<file path="src/sv/crts_pkg.sv">
// Shared types, codes and constants of the channel reset timeout scanner.
`default_nettype none

package crts_pkg;

    // Default values of the top-level parameters
    localparam int DEF_MAX_CHANNELS     = 8;
    localparam int DEF_IDLE_COUNT_LIMIT = 4;
    localparam int DEF_SEQ_BITS         = 4;
    localparam int DEF_TIMER_BITS       = 20;

    // Fixed field widths
    localparam int OP_W      = 3;
    localparam int CHAN_W    = 3;
    localparam int ELAPSED_W = 16;
    localparam int RSEQ_W    = 4;
    localparam int KIND_W    = 3;
    localparam int PSEQ_W    = 4;
    localparam int TCNT_W    = 4;
    localparam int SCAN_W    = 4;
    localparam int TIMO_W    = 16;
    localparam int LIMIT_W   = 18;
    localparam int CFG_IDX_W = 2;
    localparam int CFG_DAT_W = 16;

    // Operation codes
    localparam logic [OP_W-1:0] OP_TICK   = 3'd0;
    localparam logic [OP_W-1:0] OP_START  = 3'd1;
    localparam logic [OP_W-1:0] OP_RXRST  = 3'd2;
    localparam logic [OP_W-1:0] OP_RXDONE = 3'd3;
    localparam logic [OP_W-1:0] OP_TXDONE = 3'd4;
    localparam logic [OP_W-1:0] OP_DATA   = 3'd5;
    localparam logic [OP_W-1:0] OP_IDLE   = 3'd6;

    // Configuration register indexes
    localparam logic [CFG_IDX_W-1:0] REG_SHORT_TIMO = 2'd0;
    localparam logic [CFG_IDX_W-1:0] REG_RECV_TIMO  = 2'd1;
    localparam logic [CFG_IDX_W-1:0] REG_CHAN_COUNT = 2'd2;
    localparam logic [CFG_IDX_W-1:0] REG_FIRST_CHAN = 2'd3;

    // Configuration reset values
    localparam logic [TIMO_W-1:0] RST_SHORT_TIMO = 16'd10;
    localparam logic [TIMO_W-1:0] RST_RECV_TIMO  = 16'd5;
    localparam logic [SCAN_W-1:0] RST_CHAN_COUNT = 4'd8;
    localparam logic [CHAN_W-1:0] RST_FIRST_CHAN = 3'd0;

    // Control packet kinds
    typedef enum logic [KIND_W-1:0] {
        PK_REQ  = 3'd0,
        PK_XMT  = 3'd1,
        PK_TIMO = 3'd2,
        PK_IDLE = 3'd3,
        PK_END  = 3'd4
    } pkt_kind_t;

    // Controller to datapath commands
    typedef struct packed {
        logic      accept;
        logic      step_tx;
        logic      step_rx;
        logic      out_load;
        pkt_kind_t out_kind;
        logic      out_last;
    } ctl_cmd_t;

    // Datapath to controller status
    typedef struct packed {
        logic      go_scan;
        logic      go_req;
        logic      go_xmt;
        logic      go_idle;
        logic      xmt_after;
        logic      scan_more;
        logic      tx_fire;
        logic      rx_fire;
        pkt_kind_t rx_kind;
        logic      out_free;
    } ctl_sts_t;

endpackage

`default_nettype wire

</file>
<file path="src/sv/channel_reset_timeout_scanner.sv">
// Top level of the channel reset timeout scanner.
//
// One operation is taken at a time; item_stall stays high until its last
// result has been loaded into the output register. Operations that send no
// packet are done once accepted. Start channel, start receive reset and
// idle prompt load their packets one after another. A tick scan
// updates, for each visited channel, first the transmit and activity timers
// and then the receive timer, since each step reads the per-channel state
// at one index; the controller then sees the scan end and sends the end
// marker. Any cycle in which a packet meets a full, stalled output register
// is repeated. Configuration writes are always ready and must only be made
// while no operation is in progress.
`default_nettype none

module channel_reset_timeout_scanner
    import crts_pkg::*;
#(
    parameter int MAX_CHANNELS     = DEF_MAX_CHANNELS,
    parameter int IDLE_COUNT_LIMIT = DEF_IDLE_COUNT_LIMIT,
    parameter int SEQ_BITS         = DEF_SEQ_BITS,
    parameter int TIMER_BITS       = DEF_TIMER_BITS
)
(
    input  logic                 clk,
    input  logic                 rst_n,
    input  logic                 cfg_valid,
    output logic                 cfg_ready,
    input  logic [CFG_IDX_W-1:0] cfg_index,
    input  logic [CFG_DAT_W-1:0] cfg_data,
    input  logic                 item_valid,
    output logic                 item_stall,
    input  logic [OP_W-1:0]      operation,
    input  logic [CHAN_W-1:0]    channel,
    input  logic [ELAPSED_W-1:0] elapsed,
    input  logic [RSEQ_W-1:0]    receive_sequence,
    output logic                 result_valid,
    input  logic                 result_stall,
    output logic [KIND_W-1:0]    packet_kind,
    output logic [CHAN_W-1:0]    packet_channel,
    output logic [PSEQ_W-1:0]    packet_sequence,
    output logic                 all_inactive,
    output logic                 last
);

    ctl_cmd_t cmd;
    ctl_sts_t sts;

    assign cfg_ready = 1'b1;

    crts_ctrl u_ctrl (
        .clk        (clk),
        .rst_n      (rst_n),
        .item_valid (item_valid),
        .item_stall (item_stall),
        .sts        (sts),
        .cmd        (cmd)
    );

    crts_datapath #(
        .MAX_CHANNELS     (MAX_CHANNELS),
        .IDLE_COUNT_LIMIT (IDLE_COUNT_LIMIT),
        .SEQ_BITS         (SEQ_BITS),
        .TIMER_BITS       (TIMER_BITS)
    ) u_datapath (
        .clk              (clk),
        .rst_n            (rst_n),
        .cfg_valid        (cfg_valid),
        .cfg_index        (cfg_index),
        .cfg_data         (cfg_data),
        .operation        (operation),
        .channel          (channel),
        .elapsed          (elapsed),
        .receive_sequence (receive_sequence),
        .result_stall     (result_stall),
        .cmd              (cmd),
        .sts              (sts),
        .result_valid     (result_valid),
        .packet_kind      (packet_kind),
        .packet_channel   (packet_channel),
        .packet_sequence  (packet_sequence),
        .all_inactive     (all_inactive),
        .last             (last)
    );

    // An end marker always closes its operation
    a_end_is_last: assert property (@(posedge clk) disable iff (!rst_n)
        result_valid && (packet_kind == PK_END) |-> last)
        else $error("end marker without last");

    // Only the end marker carries the inactive flag
    a_inact_on_end: assert property (@(posedge clk) disable iff (!rst_n)
        result_valid && (packet_kind != PK_END) |-> !all_inactive)
        else $error("inactive flag on a packet");

    // No new operation while a result of the current one is still to follow
    a_busy_until_last: assert property (@(posedge clk) disable iff (!rst_n)
        result_valid && !last |-> item_stall)
        else $error("operation accepted before last result");

    // A packet load never overwrites a result that is still stalled
    a_no_overwrite: assert property (@(posedge clk) disable iff (!rst_n)
        cmd.out_load |-> !(result_valid && result_stall))
        else $error("result overwritten while stalled");

endmodule

`default_nettype wire

</file>
<file path="src/sv/crts_ctrl.sv">
// Sequencing state machine of the channel reset timeout scanner.
`default_nettype none

module crts_ctrl
    import crts_pkg::*;
(
    input  logic     clk,
    input  logic     rst_n,
    input  logic     item_valid,
    output logic     item_stall,
    input  ctl_sts_t sts,
    output ctl_cmd_t cmd
);

    typedef enum logic [6:0] {
        ST_IDLE     = 7'b0000001,
        ST_TX       = 7'b0000010,
        ST_RX       = 7'b0000100,
        ST_REQ      = 7'b0001000,
        ST_XMT      = 7'b0010000,
        ST_IDLE_PKT = 7'b0100000,
        ST_END      = 7'b1000000
    } state_t;

    state_t state_reg;
    state_t state_next;

    // Take a new transaction only between operations
    assign item_stall = (state_reg != ST_IDLE);

    // Decide the next step and the datapath command
    always_comb
    begin
        state_next   = state_reg;
        cmd          = '0;
        cmd.out_kind = PK_END;
        case (state_reg)
            ST_IDLE:
            begin
                if (item_valid)
                begin
                    cmd.accept = 1'b1;
                    if (sts.go_scan)
                        state_next = ST_TX;
                    else if (sts.go_req)
                        state_next = ST_REQ;
                    else if (sts.go_xmt)
                        state_next = ST_XMT;
                    else if (sts.go_idle)
                        state_next = ST_IDLE_PKT;
                end
            end
            ST_TX:
            begin
                if (!sts.scan_more)
                    state_next = ST_END;
                else if (!(sts.tx_fire && !sts.out_free))
                begin
                    cmd.step_tx  = 1'b1;
                    cmd.out_load = sts.tx_fire;
                    cmd.out_kind = PK_REQ;
                    state_next   = ST_RX;
                end
            end
            ST_RX:
            begin
                if (!(sts.rx_fire && !sts.out_free))
                begin
                    cmd.step_rx  = 1'b1;
                    cmd.out_load = sts.rx_fire;
                    cmd.out_kind = sts.rx_kind;
                    state_next   = ST_TX;
                end
            end
            ST_REQ:
            begin
                if (sts.out_free)
                begin
                    cmd.out_load = 1'b1;
                    cmd.out_kind = PK_REQ;
                    cmd.out_last = !sts.xmt_after;
                    state_next   = sts.xmt_after ? ST_XMT : ST_IDLE;
                end
            end
            ST_XMT:
            begin
                if (sts.out_free)
                begin
                    cmd.out_load = 1'b1;
                    cmd.out_kind = PK_XMT;
                    cmd.out_last = 1'b1;
                    state_next   = ST_IDLE;
                end
            end
            ST_IDLE_PKT:
            begin
                if (sts.out_free)
                begin
                    cmd.out_load = 1'b1;
                    cmd.out_kind = PK_IDLE;
                    cmd.out_last = 1'b1;
                    state_next   = ST_IDLE;
                end
            end
            ST_END:
            begin
                if (sts.out_free)
                begin
                    cmd.out_load = 1'b1;
                    cmd.out_kind = PK_END;
                    cmd.out_last = 1'b1;
                    state_next   = ST_IDLE;
                end
            end
            default:
            begin
                state_next = ST_IDLE;
            end
        endcase
    end

    // Advance the state
    always_ff @(posedge clk or negedge rst_n)
    begin
        if (!rst_n)
            state_reg <= ST_IDLE;
        else
            state_reg <= state_next;
    end

endmodule

`default_nettype wire

</file>
<file path="src/sv/crts_datapath.sv">
// Per-channel state, timer arithmetic, configuration and result register.
`default_nettype none

module crts_datapath
    import crts_pkg::*;
#(
    parameter int MAX_CHANNELS     = DEF_MAX_CHANNELS,
    parameter int IDLE_COUNT_LIMIT = DEF_IDLE_COUNT_LIMIT,
    parameter int SEQ_BITS         = DEF_SEQ_BITS,
    parameter int TIMER_BITS       = DEF_TIMER_BITS
)
(
    input  logic                 clk,
    input  logic                 rst_n,
    input  logic                 cfg_valid,
    input  logic [CFG_IDX_W-1:0] cfg_index,
    input  logic [CFG_DAT_W-1:0] cfg_data,
    input  logic [OP_W-1:0]      operation,
    input  logic [CHAN_W-1:0]    channel,
    input  logic [ELAPSED_W-1:0] elapsed,
    input  logic [RSEQ_W-1:0]    receive_sequence,
    input  logic                 result_stall,
    input  ctl_cmd_t             cmd,
    output ctl_sts_t             sts,
    output logic                 result_valid,
    output logic [KIND_W-1:0]    packet_kind,
    output logic [CHAN_W-1:0]    packet_channel,
    output logic [PSEQ_W-1:0]    packet_sequence,
    output logic                 all_inactive,
    output logic                 last
);

    localparam int IDX_W = (MAX_CHANNELS > 1) ? $clog2(MAX_CHANNELS) : 1;
    localparam int CMP_W = TIMER_BITS + 2;
    localparam logic [TCNT_W-1:0] TC_LIMIT = TCNT_W'(IDLE_COUNT_LIMIT);
    localparam logic [TCNT_W-1:0] TC_MAX   = '1;
    localparam logic [TIMER_BITS-1:0] TMR_ONE = TIMER_BITS'(1);

    function automatic logic [TIMER_BITS-1:0] sat_add(
        input logic [TIMER_BITS-1:0] a,
        input logic [ELAPSED_W-1:0]  b
    );
        logic [TIMER_BITS:0] s;
        s = {1'b0, a} + (TIMER_BITS+1)'(b);
        return s[TIMER_BITS] ? '1 : s[TIMER_BITS-1:0];
    endfunction

    // Configuration
    logic [TIMO_W-1:0] short_reg;
    logic [TIMO_W-1:0] recv_reg;
    logic [SCAN_W-1:0] count_reg;
    logic [CHAN_W-1:0] first_reg;

    // Per-channel state
    logic [MAX_CHANNELS-1:0] tx_rst_reg;
    logic [MAX_CHANNELS-1:0] rx_rst_reg;
    logic [TIMER_BITS-1:0]   tx_tmr_reg  [MAX_CHANNELS];
    logic [TIMER_BITS-1:0]   rx_tmr_reg  [MAX_CHANNELS];
    logic [TIMER_BITS-1:0]   act_tmr_reg [MAX_CHANNELS];
    logic [TCNT_W-1:0]       tcnt_reg    [MAX_CHANNELS];
    logic [SEQ_BITS-1:0]     rseq_reg    [MAX_CHANNELS];

    // Working registers of the current operation
    logic [ELAPSED_W-1:0] el_reg;
    logic [SCAN_W-1:0]    cur_reg;
    logic [SCAN_W-1:0]    inact_reg;
    logic                 xmt_after_reg;
    logic [LIMIT_W-1:0]   rs_timo_reg;

    // Result register
    logic                 out_valid_reg;
    pkt_kind_t            out_kind_reg;
    logic [CHAN_W-1:0]    out_chan_reg;
    logic [PSEQ_W-1:0]    out_seq_reg;
    logic                 out_inact_reg;
    logic                 out_last_reg;

    logic [SCAN_W-1:0]    scan_end;
    logic [IDX_W-1:0]     cur_idx;
    logic [IDX_W-1:0]     item_idx;
    logic [IDX_W-1:0]     first_idx;
    logic                 item_ok;
    logic                 first_ok;
    logic [LIMIT_W-1:0]   ia_timo;

    logic [TIMER_BITS-1:0] tx_sum;
    logic [TIMER_BITS-1:0] tx_next;
    logic                  act_over;
    logic [TIMER_BITS-1:0] act_next;
    logic [TIMER_BITS-1:0] rx_sum;
    logic [TIMER_BITS-1:0] rx_next;
    logic [LIMIT_W-1:0]    rx_limit;
    logic [TIMO_W-1:0]     idle_limit;
    logic [TCNT_W-1:0]     tc_base;
    logic [TCNT_W-1:0]     tc_next;
    logic                  tx_fire;
    logic                  rx_fire;
    logic [SEQ_BITS-1:0]   seq_prev;
    logic                  out_free;

    // Clamp the scan end and form indexes
    assign scan_end  = (int'(count_reg) > MAX_CHANNELS) ? SCAN_W'(MAX_CHANNELS) : count_reg;
    assign cur_idx   = IDX_W'(cur_reg);
    assign item_idx  = IDX_W'(channel);
    assign first_idx = IDX_W'(first_reg);
    assign item_ok   = int'(channel) < MAX_CHANNELS;
    assign first_ok  = int'(first_reg) < MAX_CHANNELS;
    assign ia_timo   = {short_reg, 2'b00};

    // Transmit reset timer and activity timer of the current channel
    always_comb
    begin
        tx_sum   = sat_add(tx_tmr_reg[cur_idx], el_reg);
        tx_fire  = tx_rst_reg[cur_idx] && (CMP_W'(tx_sum) > CMP_W'(rs_timo_reg));
        tx_next  = tx_fire ? TMR_ONE : tx_sum;
        act_over = CMP_W'(act_tmr_reg[cur_idx]) > CMP_W'(ia_timo);
        act_next = sat_add(act_tmr_reg[cur_idx], el_reg);
    end

    // Receive timer and timeout count of the current channel
    always_comb
    begin
        rx_sum     = sat_add(rx_tmr_reg[cur_idx], el_reg);
        rx_limit   = '0;
        idle_limit = recv_reg;
        tc_base    = tcnt_reg[cur_idx];
        tc_next    = tc_base;
        if (rx_rst_reg[cur_idx])
        begin
            rx_limit = tx_rst_reg[cur_idx] ? rs_timo_reg : LIMIT_W'(short_reg);
            rx_fire  = CMP_W'(rx_sum) > CMP_W'(rx_limit);
        end
        else
        begin
            if (rx_tmr_reg[cur_idx] == '0)
                tc_base = '0;
            else if (tcnt_reg[cur_idx] >= TC_LIMIT)
            begin
                tc_base    = TC_LIMIT;
                idle_limit = short_reg;
            end
            if (el_reg > idle_limit)
                idle_limit = el_reg;
            rx_fire = CMP_W'(rx_sum) > CMP_W'(idle_limit);
            if (rx_fire && tc_base != TC_MAX)
                tc_next = tc_base + TCNT_W'(1);
            else
                tc_next = tc_base;
        end
        rx_next  = rx_fire ? TMR_ONE : rx_sum;
        seq_prev = rseq_reg[cur_idx] - SEQ_BITS'(1);
    end

    assign out_free = !out_valid_reg || !result_stall;

    // Status toward the controller
    always_comb
    begin
        sts.go_scan   = (operation == OP_TICK);
        sts.go_req    = (operation == OP_START) && item_ok;
        sts.go_xmt    = (operation == OP_RXRST) && item_ok && (channel >= first_reg);
        sts.go_idle   = (operation == OP_IDLE) && first_ok && !tx_rst_reg[first_idx];
        sts.xmt_after = xmt_after_reg;
        sts.scan_more = cur_reg < scan_end;
        sts.tx_fire   = tx_fire;
        sts.rx_fire   = rx_fire;
        sts.rx_kind   = rx_rst_reg[cur_idx] ? PK_XMT : PK_TIMO;
        sts.out_free  = out_free;
    end

    // Write configuration registers
    always_ff @(posedge clk or negedge rst_n)
    begin
        if (!rst_n)
        begin
            short_reg <= RST_SHORT_TIMO;
            recv_reg  <= RST_RECV_TIMO;
            count_reg <= RST_CHAN_COUNT;
            first_reg <= RST_FIRST_CHAN;
        end
        else if (cfg_valid)
        begin
            case (cfg_index)
                REG_SHORT_TIMO: short_reg <= cfg_data;
                REG_RECV_TIMO:  recv_reg  <= cfg_data;
                REG_CHAN_COUNT: count_reg <= cfg_data[SCAN_W-1:0];
                REG_FIRST_CHAN: first_reg <= cfg_data[CHAN_W-1:0];
                default:        ;
            endcase
        end
    end

    // Latch the operation and advance the scan position
    always_ff @(posedge clk or negedge rst_n)
    begin
        if (!rst_n)
        begin
            el_reg        <= '0;
            cur_reg       <= '0;
            inact_reg     <= '0;
            xmt_after_reg <= 1'b0;
            rs_timo_reg   <= '0;
        end
        else if (cmd.accept)
        begin
            el_reg        <= elapsed;
            inact_reg     <= SCAN_W'(first_reg);
            xmt_after_reg <= channel >= first_reg;
            rs_timo_reg   <= {2'b00, short_reg} + {1'b0, short_reg, 1'b0};
            if (operation == OP_TICK || operation == OP_IDLE)
                cur_reg <= SCAN_W'(first_reg);
            else
                cur_reg <= SCAN_W'(channel);
        end
        else
        begin
            if (cmd.step_tx && act_over)
                inact_reg <= inact_reg + SCAN_W'(1);
            if (cmd.step_rx)
                cur_reg <= cur_reg + SCAN_W'(1);
        end
    end

    // Update per-channel state for single operations and scan steps
    always_ff @(posedge clk or negedge rst_n)
    begin
        if (!rst_n)
        begin
            tx_rst_reg <= '0;
            rx_rst_reg <= '0;
            for (int i = 0; i < MAX_CHANNELS; i++)
            begin
                tx_tmr_reg[i]  <= '0;
                rx_tmr_reg[i]  <= '0;
                act_tmr_reg[i] <= '0;
                tcnt_reg[i]    <= '0;
                rseq_reg[i]    <= '0;
            end
        end
        else if (cmd.accept)
        begin
            if (item_ok)
            begin
                case (operation)
                    OP_START:
                    begin
                        tx_rst_reg[item_idx]  <= 1'b1;
                        tx_tmr_reg[item_idx]  <= TIMER_BITS'({short_reg, 1'b0});
                        act_tmr_reg[item_idx] <= '0;
                        rx_tmr_reg[item_idx]  <= TMR_ONE;
                        tcnt_reg[item_idx]    <= TC_LIMIT;
                        rx_rst_reg[item_idx]  <= 1'b1;
                    end
                    OP_RXRST:
                    begin
                        act_tmr_reg[item_idx] <= '0;
                        rx_tmr_reg[item_idx]  <= TMR_ONE;
                        tcnt_reg[item_idx]    <= TC_LIMIT;
                        rx_rst_reg[item_idx]  <= 1'b1;
                    end
                    OP_RXDONE:
                    begin
                        rseq_reg[item_idx]   <= '0;
                        rx_rst_reg[item_idx] <= 1'b0;
                    end
                    OP_TXDONE:
                    begin
                        tx_rst_reg[item_idx] <= 1'b0;
                    end
                    OP_DATA:
                    begin
                        rx_tmr_reg[item_idx]  <= '0;
                        act_tmr_reg[item_idx] <= '0;
                        rseq_reg[item_idx]    <= SEQ_BITS'(receive_sequence);
                    end
                    default:
                    begin
                    end
                endcase
            end
        end
        else
        begin
            if (cmd.step_tx)
            begin
                if (tx_rst_reg[cur_idx])
                    tx_tmr_reg[cur_idx] <= tx_next;
                if (!act_over)
                    act_tmr_reg[cur_idx] <= act_next;
            end
            if (cmd.step_rx)
            begin
                rx_tmr_reg[cur_idx] <= rx_next;
                tcnt_reg[cur_idx]   <= tc_next;
            end
        end
    end

    // Hold the result until the transaction completes
    always_ff @(posedge clk or negedge rst_n)
    begin
        if (!rst_n)
            out_valid_reg <= 1'b0;
        else if (cmd.out_load)
            out_valid_reg <= 1'b1;
        else if (!result_stall)
            out_valid_reg <= 1'b0;
    end

    always_ff @(posedge clk)
    begin
        if (cmd.out_load)
        begin
            out_kind_reg  <= cmd.out_kind;
            out_last_reg  <= cmd.out_last;
            out_chan_reg  <= (cmd.out_kind == PK_END) ? '0 : cur_reg[CHAN_W-1:0];
            out_seq_reg   <= (cmd.out_kind == PK_TIMO) ? PSEQ_W'(seq_prev) : '0;
            out_inact_reg <= (cmd.out_kind == PK_END) && (inact_reg == scan_end);
        end
    end

    assign result_valid    = out_valid_reg;
    assign packet_kind     = out_kind_reg;
    assign packet_channel  = out_chan_reg;
    assign packet_sequence = out_seq_reg;
    assign all_inactive    = out_inact_reg;
    assign last            = out_last_reg;

endmodule

`default_nettype wire
</file>
<file path="config.mk">
export PLATFORM = sky130hd
export DESIGN_NAME = channel_reset_timeout_scanner
export DESIGN_NICKNAME = d
export VERILOG_FILES = /design/src/sv/crts_pkg.sv /design/src/sv/channel_reset_timeout_scanner.sv /design/src/sv/crts_ctrl.sv /design/src/sv/crts_datapath.sv
export SDC_FILE = /design/constraint.sdc
export NUM_CORES = 2
export LEC_CHECK = 0
export BUFFER_PORTS_ARGS = -buffer_cell sky130_fd_sc_hd__buf_2
export CELL_PAD_IN_SITES_DETAIL_PLACEMENT = 0
export CELL_PAD_IN_SITES_GLOBAL_PLACEMENT = 2
export CORE_MARGIN = 4
export CORE_UTILIZATION = 30
export CTS_CLUSTER_DIAMETER = 40
export DETAILED_ROUTE_END_ITERATION = 7
export MAX_ROUTING_LAYER = met4
export PLACE_DENSITY = 0.61
export SKIP_LAST_GASP = 1
export SLEW_MARGIN = 20
export SYNTH_ARGS = -nofsm -noshare
export SYNTH_HDL_FRONTEND = slang
export SYNTH_SLANG_ARGS = --single-unit
</file>
<file path="constraint.sdc">
create_clock -name clk -period 20.7 [get_ports clk]
set_input_delay 4.14 -clock clk [delete_from_list [all_inputs] [get_ports clk]]
set_output_delay 4.14 -clock clk [all_outputs]
set_load 0.05 [all_outputs]
</file>
==> metrics.md <==
| Metric | Value |
|---|---|
| Net Sw Frac | 44.8% |
| Detailed Route Iter0 Violations | 2,968 |
| Number of port buffers | 62 |
| Final Slew Violations | 0 |
| Total iterations of the first detailed-routing run | 6 |
| Hold Path Class | flop to flop |
| Most frequent cells in the layout | 641 x sky130_fd_sc_hd__dfrtp_1, 428 x sky130_fd_sc_hd__a22o_1, 358 x sky130_fd_sc_hd__nand2_1, 265 x sky130_fd_sc_hd__o21ai_0, 170 x sky130_fd_sc_hd__nor2_1 |
| Sink count of the clock tree | 662 |
| Number of routed nets with antenna violations | 0 |
| Static power due to leakage | 19.4 nW |
| Pin count of the biggest net entering global routing | 98 |
| Clock transition at the registers of the reported paths | 0.06 ns |
| Via count of the first global-routing pass | 31,275 |
| Switching power | 3.51 mW |
| Combinational fraction of design power | 46.6% |
| Starting Density | 30.2% |
| Wirelength per Cell | 29.4 um |
| Count of mapped cells out of synthesis | 3,640 |
| Fraction of layout instances using a drive strength above 1 | 16.2% |
| Number of remaining DRC errors | 0 |
| Startpoint of the worst register-to-register path | u_datapath.cur_reg[2] |
| Mean cell area of the mapped netlist | 10.1 um^2 |
| Overall track demand over capacity in global routing | 25.4% |
| Core Util, Final | 36.0% |
| Delay contributed by the slowest stage of the critical path | 0.78 ns |
| Area of the core | 122,000 um^2 |
| Largest cells by area after synthesis | sky130_fd_sc_hd__dfrtp_1 44%, sky130_fd_sc_hd__a22o_1 10%, sky130_fd_sc_hd__ha_1 5.4%, sky130_fd_sc_hd__o21ai_0 3.8%, sky130_fd_sc_hd__nand2_1 3.7% |
| Maximum clock path buffer count | 3 |
| Buffer count from post-CTS setup fixing | 0 |
| Post-detailed-placement half-perimeter wirelength | 104 mm |
| H-Tree Depth | 4 |
| Synthesized flop and latch total | 662 |
| Largest voltage drop on the vdd net | 0.0000866 V |
| Final hold viol count | 0 |
| Sequential area share after synthesis | 45.2% |
| Area of the die | 128,000 um^2 |
| Cell taking the most area after synthesis | sky130_fd_sc_hd__dfrtp_1 |
| Sort of element at the end of the critical path | flop |
| Number of flops mapped to enable cells by yosys | 12 |
| Die boundary width | 358 um |
| Routability-driven placement congestion ratio | 0.858 |
| Antenna violations before repair | 1 |
| Required @ worst endpoint | 21.34 ns |
| Slowest library cell on the worst path | sky130_fd_sc_hd__o31ai_1 |
| Endpoint, Worst Hold | u_datapath.rx_tmr_reg[158] |
| Number of instances resized during post-cts repair | 0 |
| Main synth FF type | sky130_fd_sc_hd__dfrtp_1 |
| Commonest non-fill, non-tap cell in the layout | sky130_fd_sc_hd__dfrtp_1 |
| Count of hold buffers inserted by post-cts repair | 0 |
| Share of total power in the clock network | 29.1% |
| Max Cap Violations | 0 |
| Worst-case register-to-register setup slack | 9.82 ns |
| Fraction of post-synthesis cell area in the top cell type by area | 43.8% |
| Instance count after placement with tap cells included | 5,182 |
| Via-per-instance ratio | 5.80 |
| Fill cell instance count of the final layout | 12,254 |
| Kind of launch point of the worst setup path | flop |
| Synth cell types | 99 |
| Max-slew headroom at the worst pin | 20.0% |
| Slew at the pin closest to its max-slew limit | 1.20 ns |
| Portion of total power attributed to sequential cells | 24.3% |
| Ports placed on the boundary | 64 |
| Worst Hold Depth | 1 |
| FF-to-FF path depth | 35 |
| Proportion of synthesized flip-flops having asynchronous set or reset | 98.2% |
| Source-to-sink clock delay at the later pin of the worst-skew pair | 0.75 ns |
| Power per Cell Area | 179 nW/um^2 |
| HP Start | u_datapath.rx_tmr_reg[158] |
| Total negative setup slack | 0 ns |
| Result of the run | completed |
| Post-Syn Area | 36,800 um^2 |
| DR vias | 31,521 |
| Fin crit share | 52.6% |
| Final global-route overflow total | 0 |
| Final critical path time including I/O delays and setup | 10.88 ns |
| End of the worst register-to-register path | u_datapath.rx_tmr_reg[53] |
| Final Non-Filler Cells | 5,435 |
| Setup repair after global routing missed its margin | false |
| Fmax achieved | 91.9 MHz |
| Endpoint arrival time on the critical path | 11.52 ns |
| Synth-to-Final Area Change | 19.1% |
| Wirelength, routed | 160 mm |
| Inserted Clock Buffers | 139 |
| Total number of yosys warnings | 0 |
| TritonCTS clock tree | done |
| Maximum fanout count along the critical path | 40 |
| Total Nets Final | 3,910 |
| Final clock skew | 0.0273 ns |
| Total setup violations reported at the end of the flow | 0 |
| First-pass GRT wire length | 232 mm |
| Clock root cell | sky130_fd_sc_hd__clkbuf_16 |
| Post-synthesis net count | 3,852 |
| Cell internal pwr | 4.32 mW |
| Vert. Die Dim | 358 um |
| Kind of critical path | flop to flop |
| Number of antenna cells inserted | 0 |
| Number of rows in the core area | 128 |
## worst max-delay path: cells and delay by family (launching register included)
kind            cells  cell delay, ns
buf+inv             5            2.02
simple gates        8            2.04
flops               1            0.67
mux                 1            0.37
compound gates     19            4.98
fa+ha+maj           2            0.60
## cell usage after synthesis, types with 52 or more instances
cell                       number
sky130_fd_sc_hd__dfrtp_1      644
sky130_fd_sc_hd__a22o_1       428
sky130_fd_sc_hd__nand2_1      360
sky130_fd_sc_hd__o21ai_0      279
sky130_fd_sc_hd__nor2_1       178
sky130_fd_sc_hd__clkbuf_1     161
sky130_fd_sc_hd__ha_1         159
sky130_fd_sc_hd__a21oi_1      154
sky130_fd_sc_hd__a22oi_1      130
sky130_fd_sc_hd__inv_1        102
sky130_fd_sc_hd__mux2_2        84
sky130_fd_sc_hd__nand3_1       76
sky130_fd_sc_hd__buf_2         52
## area by class of cell
cell class | count | area [um^2] | share of cell area [%]
tap | 1625 | 2030 | 4.64
multi-input combinational | 2618 | 18900 | 43.1
timing repair buffer | 173 | 1150 | 2.63
inverter | 104 | 390 | 0.890
sequential | 662 | 16600 | 38.0
clock buffer | 174 | 3820 | 8.72
clock inverter | 79 | 916 | 2.09
## power by group through the flow
stage	registers, mW	logic (mW)	clock network [mW]
finish	1.90	3.65	2.28
floorplan	1.73	2.38	0
detailed placement	1.92	3.61	0
global placement	1.93	3.62	0
CTS	1.90	3.63	2.32
global route	1.93	3.95	2.38
## how the worst max path moves through the flow
stage,slack [ns],end,from,depth (start not counted)
finish,9.82,u_datapath.rx_tmr_reg[53],u_datapath.cur_reg[2],35
CTS,9.80,u_datapath.rx_tmr_reg[53],u_datapath.cur_reg[2],35
global route,9.12,u_datapath.rx_tmr_reg[53],u_datapath.cur_reg[2],35
detailed placement,9.81,u_datapath.rx_tmr_reg[52],u_datapath.cur_reg[2],35
floorplan,12.33,u_datapath.all_inactive,u_datapath.cur_reg[2],34
global placement,9.95,u_datapath.rx_tmr_reg[47],u_datapath.cur_reg[2],35
## cells by family (layout without fill, tap and decap cells)
kind of cell | Yosys count | count (layout) | synth area share, %
compound gates | 1357 | 1357 | 26.9
simple gates | 893 | 893 | 11.6
flops | 662 | 662 | 45.2
buf+inv | 360 | 530 | 4.15
fa+ha+maj | 163 | 163 | 5.62
mux | 158 | 158 | 5.41
xor+xnor | 46 | 46 | 1.09
other cells | 1 | 1 | 0.0102
## stage by stage
stage                     hold slack, ns  instance area, um^2  setup slack [ns]  power [mW]
after floorplan                    0.444                36800             12.33        4.10
after global placement             0.463                39100              9.95        5.55
after detailed placement           0.467                39100              9.81        5.53
after CTS                          0.481                43800              9.80        7.85
after global routing               0.487                43800              9.12        8.26
final                              0.480                43800              9.82        7.83
## metal layers
layer | GRT usage (%) | vias up | wire length (um)
met2 | 39.3 | 1127 | 73700
li1 | - | 13905 | -
met3 | 3.86 | 229 | 8630
met4 | 6.65 | 0 | 3910
met5 | - | - | 0
met1 | 34.9 | 16260 | 73600
Power figures use the tool's default switching activity.
